<file path="src/hw/rtl/nnot_pkg.sv">
// Shared constants and types of the nearest-neighbour track table.
package nnot_pkg;

	localparam int MAX_TRACKS = 16;
	localparam int COORD_BITS = 18;

	localparam int SLOT_W  = $clog2(MAX_TRACKS);
	localparam int CNT_W   = $clog2(MAX_TRACKS + 1);
	localparam int GATE_W  = 17;
	localparam int TIME_W  = 32;
	localparam int PTS_W   = 12;
	localparam int ID_W    = 16;
	localparam int CFG_W   = 32;
	localparam int MUL_W   = (COORD_BITS + 1 > GATE_W) ? COORD_BITS + 1 : GATE_W;
	localparam int PROD_W  = 2 * MUL_W;
	localparam int ACC_W   = PROD_W + 2;

	localparam logic [GATE_W-1:0] GATE_RST    = GATE_W'(5000);
	localparam logic [TIME_W-1:0] TIMEOUT_RST = TIME_W'(5000);
	localparam logic [PTS_W-1:0]  MIN_PUB_RST = PTS_W'(10);

	typedef enum logic [1:0] {
		CFG_GATE    = 2'd0,
		CFG_TIMEOUT = 2'd1,
		CFG_MIN_PUB = 2'd2
	} cfg_idx_t;

	typedef enum logic [1:0] {
		REQ_CENTROID   = 2'd0,
		REQ_NO_CLUSTER = 2'd1,
		REQ_CLEANUP    = 2'd2
	} req_t;

	typedef enum logic [1:0] {
		AS_MATCH = 2'd0,
		AS_NEW   = 2'd1,
		AS_FULL  = 2'd2
	} assoc_t;

	localparam logic KIND_ASSOC = 1'b0;
	localparam logic KIND_TRACK = 1'b1;

endpackage

</file>
<file path="src/hw/rtl/nnot_mul.sv">
// Shared registered unsigned multiplier used for all squaring.
module nnot_mul import nnot_pkg::*; (
	input  logic              clk,
	input  logic [MUL_W-1:0]  a,
	input  logic [MUL_W-1:0]  b,
	output logic [PROD_W-1:0] p_q
);

	always_ff @(posedge clk) begin
		p_q <= PROD_W'(a) * PROD_W'(b);
	end

endmodule

</file>
<file path="config.mk">
export PLATFORM = sky130hd
export DESIGN_NAME = nnot_mul
export DESIGN_NICKNAME = d
export VERILOG_FILES = /design/src/hw/rtl/nnot_pkg.sv /design/src/hw/rtl/nnot_mul.sv
export SDC_FILE = /design/constraint.sdc
export NUM_CORES = 1
export LEC_CHECK = 0
export BUFFER_PORTS_ARGS = -buffer_cell sky130_fd_sc_hd__buf_2
export CORE_AREA = 2 2 192 175
export CTS_CLUSTER_SIZE = 10
export DETAILED_ROUTE_END_ITERATION = 6
export DIE_AREA = 0 0 194 177
export SYNTH_ARGS = -nofsm -noshare
export SYNTH_HDL_FRONTEND = slang
export SYNTH_SLANG_ARGS = --single-unit
</file>
<file path="constraint.sdc">
create_clock -name clk -period 9.7 [get_ports clk]
set_input_delay 1.94 -clock clk [delete_from_list [all_inputs] [get_ports clk]]
set_output_delay 1.94 -clock clk [all_outputs]
set_load 0.01 [all_outputs]
</file>
# Word level (Yosys, flattened, before mapping)
# Index checks and enable logic that the tools add are counted.
# word_totals
ramBits	0
latch_bits	0
mem_count	0
in_bits	39
romBits	0
output_inout_bits	38
regBits	38
# classes
n_reduce_logical	0
n_mul	1
bitwise_logic	0
n_addsub	0
shifts	0
order_cmp	0
n_mux	0
n_eq_ne	0
div_mod_pow	0
# ops
cell	count
multiplier 19 x 19 -> 38 bit	1

# Logic depth before layout (Yosys ltp)
# Gate-level depths: netlist of run 1.
# logic_depth
depth_word	1
ltp_mapped	23

# Worst setup path before layout of run 1
# Ideal clock, no wire load.
# synth_timing
kind	input to register
start	input port b[10]
end	register p_q[29]
t_required_ps	9573
setup_ps	127
path_slack_ps	2313
stages	20
t_arrival_ps	7261
n_path_buf	3
path_cell_list	clkbuf_1 -> buf_1 -> nand2_1 -> fa_1 -> inv_1 -> fa_1 -> fa_1 -> fa_1 -> fa_1 -> inv_1 -> fa_1 -> inv_1 -> ha_1 -> clkbuf_1 -> a21o_1 -> a21o_1 -> a221o_1 -> a21oi_1 -> o21ai_0 -> xor2_1
# synth_via
elab_chain_cells	1
# synth_rtl
item	line	source
start, declared	nnot_mul.sv:5	input logic [MUL_W-1:0] b,
multiplier 19 x 19 -> 38 bit	nnot_mul.sv:10	p_q <= PROD_W'(a) * PROD_W'(b);
end signal, assigned	nnot_mul.sv:10	
end, declared	nnot_mul.sv:6	output logic [PROD_W-1:0] p_q
# No other way between the ends.

# Final worst setup path of run 1
# layout_timing
start	input port b[13]
end	register p_q[31]
# Same word-level chain as after synthesis.

==> flow_summary.yaml, run 1 <==
logic_synthesis:
  synth-compound-area-share_pct: 5.68
  synth_edf_count: 0
  synthAdderAreaFrac_pct: 57.0
  synth_top_family_by_area: "adder cells"
  ys_types: 45
  synth_top_area_cell: "fa_1"
  synthMuxAreaShare_pct: 0.156
  syn-num-nets: 1872
  synth_flop_cell: "dfxtp_1"
  synthTopCellsByArea: "fa_1 45%, ha_1 12%, inv_1 10%"
  ys_seq_elements: 38
  post_synth.cell_area_avg_um2: 9.01
  synth_area_um2: 12800
  ys_warn_count: 0
  seq_area_frac_synth_pct: 5.94
  synth_top_area_share_pct: 45.0
  syn_inst: 1422
  yosys.area_share.xor_xnor_pct: 2.32
  synth-simple-area-share_pct: 17.1
  async_flop_share_pct: 0
setup_path:
  crit_arrival_ps: 7700
  required_ps: 9910
  path_class: "input pin to register"
  critPathCaptureType: "register"
  worst-path-stages: 19
  cp_max_fo: 19
  crit_family: "adder cells"
  slowest_delay_ps: 570
  worstPathCellList: "buf_2 -> nand2_1 -> fa_1 -> inv_1 -> fa_1 -> fa_1 -> fa_1 -> fa_1 -> inv_1 -> fa_1 -> inv_1 -> ha_1 -> and2_1 -> nand3_1 -> nor2_1 -> o211ai_1 -> o211ai_1 -> o21a_1 -> xor2_1"
  crit_start: "b[13]"
  crit_path_frequent_cell: "fa_1"
  crit_path_end: "p_q[31]"
  slowest_stage: "fa_1"
  crit_buf_inv: 4
  setup.worst_path.start_class: "input pin"
grt:
  grt_antenna_before_repair: 1
  gr-total-overflow: 0
  first_global_vias: 9879
  grt_pass1_wl_um: 51500
  grt_start_max_net_pins: 20
  grt_util_all_layers_pct: 19.1
sta:
  fin_crit_ps: 7490
  rsz0062_at_grt: "no"
  hold_violations: 0
  period_share_pct: 77.2
  relSlewSlack_pct: 65.7
  setup_viol: 0
  final-max-slew-violation-count: 0
  fmax_mhz: 134
  tightestPinTransition_ps: 514
  finalSetupTns_ps: 0
clocking:
  htree_levels: 2
  clockBufferDepth: 2
  cts-resized-gates: 0
  cts_tree: "yes"
  root_buffer: "clkbuf_16"
  cts_buffers: 5
  cts.sinks: 38
  path_clk_slew_ps: 60
  holdBufCountCts: 0
  post-cts-setup-buffer-count: 0
cells_and_area:
  multiInputGateArea_um2: 10500
  largest_reg_flops: 38
  nFillCells: 3251
  nets: 1897
  layout_top_registers: "p_q: 38 flops"
  layout_commonest_cell: "inv_1"
  top_register: "p_q"
  design_area_um2: 13700
  area_growth_pct: 6.93
  n_antenna_cell: 0
  seq_area_um2: 761
  layout_common_cells: "345 x inv_1, 288 x fa_1, 203 x and2_1, 176 x nand2_1, 123 x ha_1"
  drive_above_1_share_pct: 6.28
floorplanning:
  dieArea_um2: 34300
  coreArea_um2: 32500
  die_x_um: 194
  rows: 63
  start_util_pct: 39.5
  ioPinCount: 77
  die-height_um: 177
worst_hold_path:
  hold_class: "input pin to register"
route:
  wl_per_cell_um: 17.0
  via_per_inst: 4.96
  first_iter_violations: 367
  drt_wl_total_um: 31700
  first_pass_iters: 5
  antenna_left: 0
  drc: 0
  vias: 9268
place:
  place_congestion: 0.841
  portBuffers: 76
  placed_area_um2: 13500
  dp_hpwl_um: 25300
outcome:
  status: "finished, final reports clean"
job:
  cap_violations: 0
## kinds of logic after synthesis
group                    count (synthesis)
multiplexers                             2
buffers and inverters                  403
XOR/XNOR                                34
AND/OR/NAND/NOR                        428
AO/OA/AOI/OAI                          106
flip-flops                              38
adder cells (fa/ha/maj)                411
## through the flow
| stage | utilization [%] | hold slack, ps | cells | worst slack, ps |
|---|---|---|---|---|
| after floorplan | - | 2190 | 1422 | 2310 |
| after global routing | 42.2 | 2120 | 1870 | 2040 |
| after detailed placement | 41.6 | 2330 | 1862 | 1990 |
| after CTS | 42.2 | 2100 | 1870 | 2260 |
| after global placement | 41.6 | 2330 | 1862 | 2010 |
| final | 42.2 | 2120 | 1870 | 2210 |
## synth_stat cells (2+ instances only)
library cell,n
inv_1,345
fa_1,288
and2_1,203
nand2_1,176
ha_1,123
clkbuf_1,54
dfxtp_1,38
a21oi_1,33
a21o_1,20
xnor2_1,18
o21ai_0,16
xor2_1,16
nor2_1,13
nand3_1,8
o211ai_1,7
and3_1,6
nand4_1,5
nor2b_1,5
nor3_1,5
o21a_1,5
nand2b_1,4
a211o_1,3
a31oi_1,3
buf_1,3
a211oi_1,2
mux2i_1,2
o311ai_0,2
o31a_1,2
## cell type report
class | instances | area share, %
Sequential cell | 38 | 5.55
Multi-Input combinational cell | 981 | 76.9
Clock buffer | 6 | 1.01
Inverter | 345 | 9.45
Clock inverter | 2 | 0.438
Tap cell | 422 | 3.85
Timing Repair Buffer | 76 | 2.78
## metal layers
metal / vias to the layer above / global-route usage, % / share of wire, %
li1: 4224 / - / -
met1: 4763 / 24.5 / 42
met2: 231 / 34.0 / 51
met3: 48 / 2.72 / 4.5
met4: 2 / 4.48 / 2.2
met5: - / 0 / 0.041
## how the worst min path moves through the flow
stage	startpoint	end	slack, ps	depth (start not counted)
floorplan	b[1]	p_q[1]	2190	2
global placement	p_q[2]	p_q[2]	2330	1
detailed placement	p_q[36]	p_q[36]	2330	1
CTS	a[0]	p_q[0]	2100	2
global route	a[0]	p_q[0]	2120	2
finish	a[0]	p_q[0]	2120	2
Power of run 1 is not shown: default switching activity piles up to over one toggle a cycle in this logic, so the estimate is an artifact.
==> inputs of run 2 (changes only) <==
==> constraint.sdc (replaced) <==
create_clock -name clk -period 6.2 [get_ports clk]
set_input_delay 1.24 -clock clk [delete_from_list [all_inputs] [get_ports clk]]
set_output_delay 1.24 -clock clk [all_outputs]
set_load 0.01 [all_outputs]
==> run 2 against run 1 <==
- the run now ends with negative setup slack left
- routed wire length is 1.5% higher
- non-clock buffer count rose by 175
- global-route usage grew 0.27 points
- highest routed layer is now met4
- critical path type unchanged
- worst hold slack lost 700 ps
- flip-flop and latch count unchanged
- sequential share of layout area is 0.76 points lower
- critical path depth grew 2
- via count grew 6.1%
- die area unchanged
- final area grew 16%
- utilization up 6.7 points
==> flow_summary.yaml, run 2 (synthesized netlist as in run 1, its figures left out) <==
clocking:
  path_clk_slew_ps: 60
  htree_levels: 2
  holdBufCountCts: 0
  cts_buffers: 5
  cts.sinks: 38
  clockBufferDepth: 2
  cts_tree: "yes"
  root_buffer: "clkbuf_16"
sta:
  hold_violations: 0
  setup_viol: 1
  relSlewSlack_pct: 74.0
  fmax_mhz: 161
  period_share_pct: 100
  fin_ws_ps: -1.39
  hold_ws_ps: 1430
  fin_crit_ps: 6200
  final-max-slew-violation-count: 0
  tightestPinTransition_ps: 387
  finalSetupTns_ps: -1.39
  rsz0062_at_grt: "yes"
route:
  wl_per_cell_um: 15.7
  first_pass_iters: 5
  via_per_inst: 4.81
  drc: 0
  first_iter_violations: 408
  vias: 9833
  antenna_left: 0
  drt_wl_total_um: 32200
worst_hold_path:
  hold_path_depth: 2
  whs_endpoint: "p_q[0]"
  hold_class: "input pin to register"
  min_from: "b[0]"
grt:
  first_global_vias: 10600
  grt_util_all_layers_pct: 19.3
  grt_antenna_before_repair: 0
  grtUsageMet3_pct: 2.40
  grt.busiest_layer: "met2"
  grt_start_max_net_pins: 20
  gr-total-overflow: 0
  grtUsageMet1_pct: 24.0
  grt_use_met2_pct: 36.4
  grt_pass1_wl_um: 52700
setup_path:
  slowest_stage: "fa_1"
  crit_family: "adder cells"
  worstPathCellList: "buf_12 -> and2_4 -> fa_1 -> inv_1 -> fa_1 -> inv_2 -> fa_1 -> fa_2 -> fa_1 -> inv_2 -> fa_1 -> inv_2 -> ha_4 -> a21o_1 -> a31oi_4 -> nor2_2 -> a311oi_2 -> o211ai_1 -> o21a_1 -> buf_4 -> xor2_1"
  crit_path_frequent_cell: "fa_1"
  critPathCaptureType: "register"
  setup.worst_path.start_class: "input pin"
  slowest_delay_ps: 570
  path_class: "input pin to register"
  crit_buf_inv: 6
  required_ps: 6380
  crit_start: "a[5]"
  cp_max_fo: 11
  crit_arrival_ps: 6380
cells_and_area:
  area_growth_pct: 23.9
  layout_top_registers: "p_q: 38 flops"
  nets: 2072
  layout_common_cells: "334 x inv_1, 268 x fa_1, 181 x and2_1, 174 x nand2_1, 155 x buf_4"
  top_register: "p_q"
  largest_reg_flops: 38
  drive_above_1_share_pct: 22.5
  final_core_util_pct: 48.9
  n_antenna_cell: 0
  layout_commonest_cell: "inv_1"
outcome:
  failed_checks: "negative setup slack"
  status: "finished with violations"
floorplanning:
  start_util_pct: 39.5
  dieArea_um2: 34300
  rows: 63
  die-height_um: 177
  die_x_um: 194
  coreArea_um2: 32500
  ioPinCount: 77
place:
  place_congestion: 0.886
  post-place-ws_ps: -531
  dp_hpwl_um: 28200
  portBuffers: 76
job:
  cap_violations: 0
run 2: changes by cell type in the layout (fill, tap and decap cells not counted), sizes merged:
cell | before | now
buf | 76 | 247
clkbuf | 6 | 10
run 2: through the flow:
step / instances / cell area [µm²]
3_5_place_dp: 2024 / 14900
4_1_cts: 2039 / 15500
6_report: 2045 / 15900
5_1_grt: 2045 / 15900
2_1_floorplan: 1422 / 13100
3_3_place_gp: 2024 / 14900
run 2: worst max-delay path by stage:
stage,end,cells after the start
after floorplan,p_q[31],21
after global placement,p_q[35],21
after detailed placement,p_q[35],21
after CTS,p_q[31],21
after global routing,p_q[31],21
final,p_q[31],21
run 2: final cells by class:
type | count | area (µm²)
fillers | 3097 | 16600
repair buffers | 251 | 2080
inverters | 345 | 1290
clock buffers | 6 | 139
clock inverters | 2 | 60.1
multi-input cells | 981 | 11000
flip-flops and latches | 38 | 761
well taps | 422 | 528
run 2: repair_timing:
| item | CTS | global route |
|---|---|---|
| buffers inserted | 7 | 5 |
| cloned | 0 | 1 |
| setup endpoints to repair | 14 | 16 |
| hold endpoints to repair | 0 | 0 |
| pin swaps | 31 | 75 |
| resized for setup | 90 | 99 |
run 2: routing by layer:
metal	up-vias	share of wire [%]
li1	4580	-
met1	5072	41
met2	153	54
met3	28	3.0
met4	0	1.3
met5	-	0
Power of run 2 is left out for the same reason.
==> inputs of run 3 (changes only) <==
--- a/config.mk
+++ b/config.mk
@@ -10,6 +10,7 @@
 export CTS_CLUSTER_SIZE = 10
 export DETAILED_ROUTE_END_ITERATION = 6
 export DIE_AREA = 0 0 194 177
+export PLACE_DENSITY = 0.61
 export SYNTH_ARGS = -nofsm -noshare
 export SYNTH_HDL_FRONTEND = slang
 export SYNTH_SLANG_ARGS = --single-unit
==> run 3 against run 2 <==
- the flow now finishes without violations
- count of clock-buffer cells in the layout down 1
- routed wire length down 2.3%
- worst setup slack better by 48 ps
- global-route usage down 0.33 points
- sequential share of layout area up 0.13 points
==> flow_summary.yaml, run 3 (synthesized netlist as in run 1, its figures left out) <==
sta:
  finalSetupTns_ps: 0
  relSlewSlack_pct: 76.3
  tightestPinTransition_ps: 353
  fin_crit_ps: 6150
  setup_viol: 0
  period_share_pct: 99.2
  hold_violations: 0
  fmax_mhz: 163
  rsz0062_at_grt: "yes"
  final-max-slew-violation-count: 0
setup_path:
  setup.worst_path.start_class: "input pin"
  path_class: "input pin to register"
  crit_arrival_ps: 6320
  cp_max_fo: 12
  required_ps: 6370
  critPathCaptureType: "register"
worst_hold_path:
  hold_path_depth: 2
  hold_class: "input pin to register"
cells_and_area:
  area_growth_pct: 20.6
  top_register: "p_q"
  nets: 2053
  layout_top_registers: "p_q: 38 flops"
  drive_above_1_share_pct: 20.2
  layout_commonest_cell: "inv_1"
  layout_common_cells: "341 x inv_1, 273 x fa_1, 182 x and2_1, 174 x nand2_1, 152 x buf_4"
  largest_reg_flops: 38
  n_antenna_cell: 0
clocking:
  cts_tree: "yes"
  cts_buffers: 5
  root_buffer: "clkbuf_16"
  path_clk_slew_ps: 60
  htree_levels: 2
  clockBufferDepth: 2
  holdBufCountCts: 0
  cts.sinks: 38
floorplanning:
  rows: 63
  die_x_um: 194
  dieArea_um2: 34300
  start_util_pct: 39.5
  coreArea_um2: 32500
  die-height_um: 177
  ioPinCount: 77
grt:
  grt_antenna_before_repair: 0
  grt_pass1_wl_um: 52200
  first_global_vias: 10500
  gr-total-overflow: 0
  grt_start_max_net_pins: 20
  grt_util_all_layers_pct: 19.0
route:
  vias: 9720
  drt_wl_total_um: 31500
  first_pass_iters: 5
  wl_per_cell_um: 15.5
  drc: 0
  first_iter_violations: 335
  via_per_inst: 4.80
  antenna_left: 0
outcome:
  status: "finished, final reports clean"
place:
  portBuffers: 76
  dp_hpwl_um: 27900
  place_congestion: 0.896
job:
  cap_violations: 0
run 3: path summary, 6_finish.rpt:
kind	start	end	slack [ps]
setup / recovery	b[3]	p_q[31]	50
hold / removal	b[0]	p_q[0]	1420
run 3: area by class of cell:
type | count | area [µm²]
Clock buffer | 5 | 125
Clock inverter | 3 | 40.0
Fill cell | 3095 | 17000
Inverter | 345 | 1290
Multi-Input combinational cell | 981 | 10900
Sequential cell | 38 | 761
Tap cell | 422 | 528
Timing Repair Buffer | 232 | 1770
run 3: repair_timing:
action                                  in CTS  in global routing
endpoints found under the setup margin      15                 18
pin swaps                                    7                 61
resized for setup                           26                113
buffers inserted                             1                  5
run 3: through the flow:
stage                     instances  util (%)  setup WS [ps]  area (µm²)  hold WS, ps
after floorplan                1422         -          -36.6       13100         1490
after global placement         2012      45.4           -435       14800         1640
after detailed placement       2012      45.4           -451       14800         1630
after CTS                      2021      46.3           1.66       15100         1420
after global routing           2026      47.6          -90.8       15500         1460
final                          2026      47.6           47.0       15500         1420
run 3: per-layer routing:
metal / share of wire, % / global-route usage (%) / up-vias
li1: - / - / 4540
met1: 41 / 23.6 / 4987
met2: 53 / 34.9 / 145
met3: 3.4 / 2.69 / 48
met4: 2.2 / 4.51 / 0
met5: 0 / 0 / -
run 3: worst max-delay path, stage by stage:
cell and delay, ps:
buf_6 130, and2_4 160, fa_1 480, fa_1 490, inv_1 50, fa_1 490, inv_2 40, fa_1 490
fa_1 540, inv_1 50, fa_1 470, inv_1 60, ha_4 260, and3_4 190, o311ai_2 70, a21oi_1 70
buf_4 160, o211ai_1 250, o211ai_1 210, o21a_1 250, xor2_1 140
Power of run 3 is left out for the same reason.
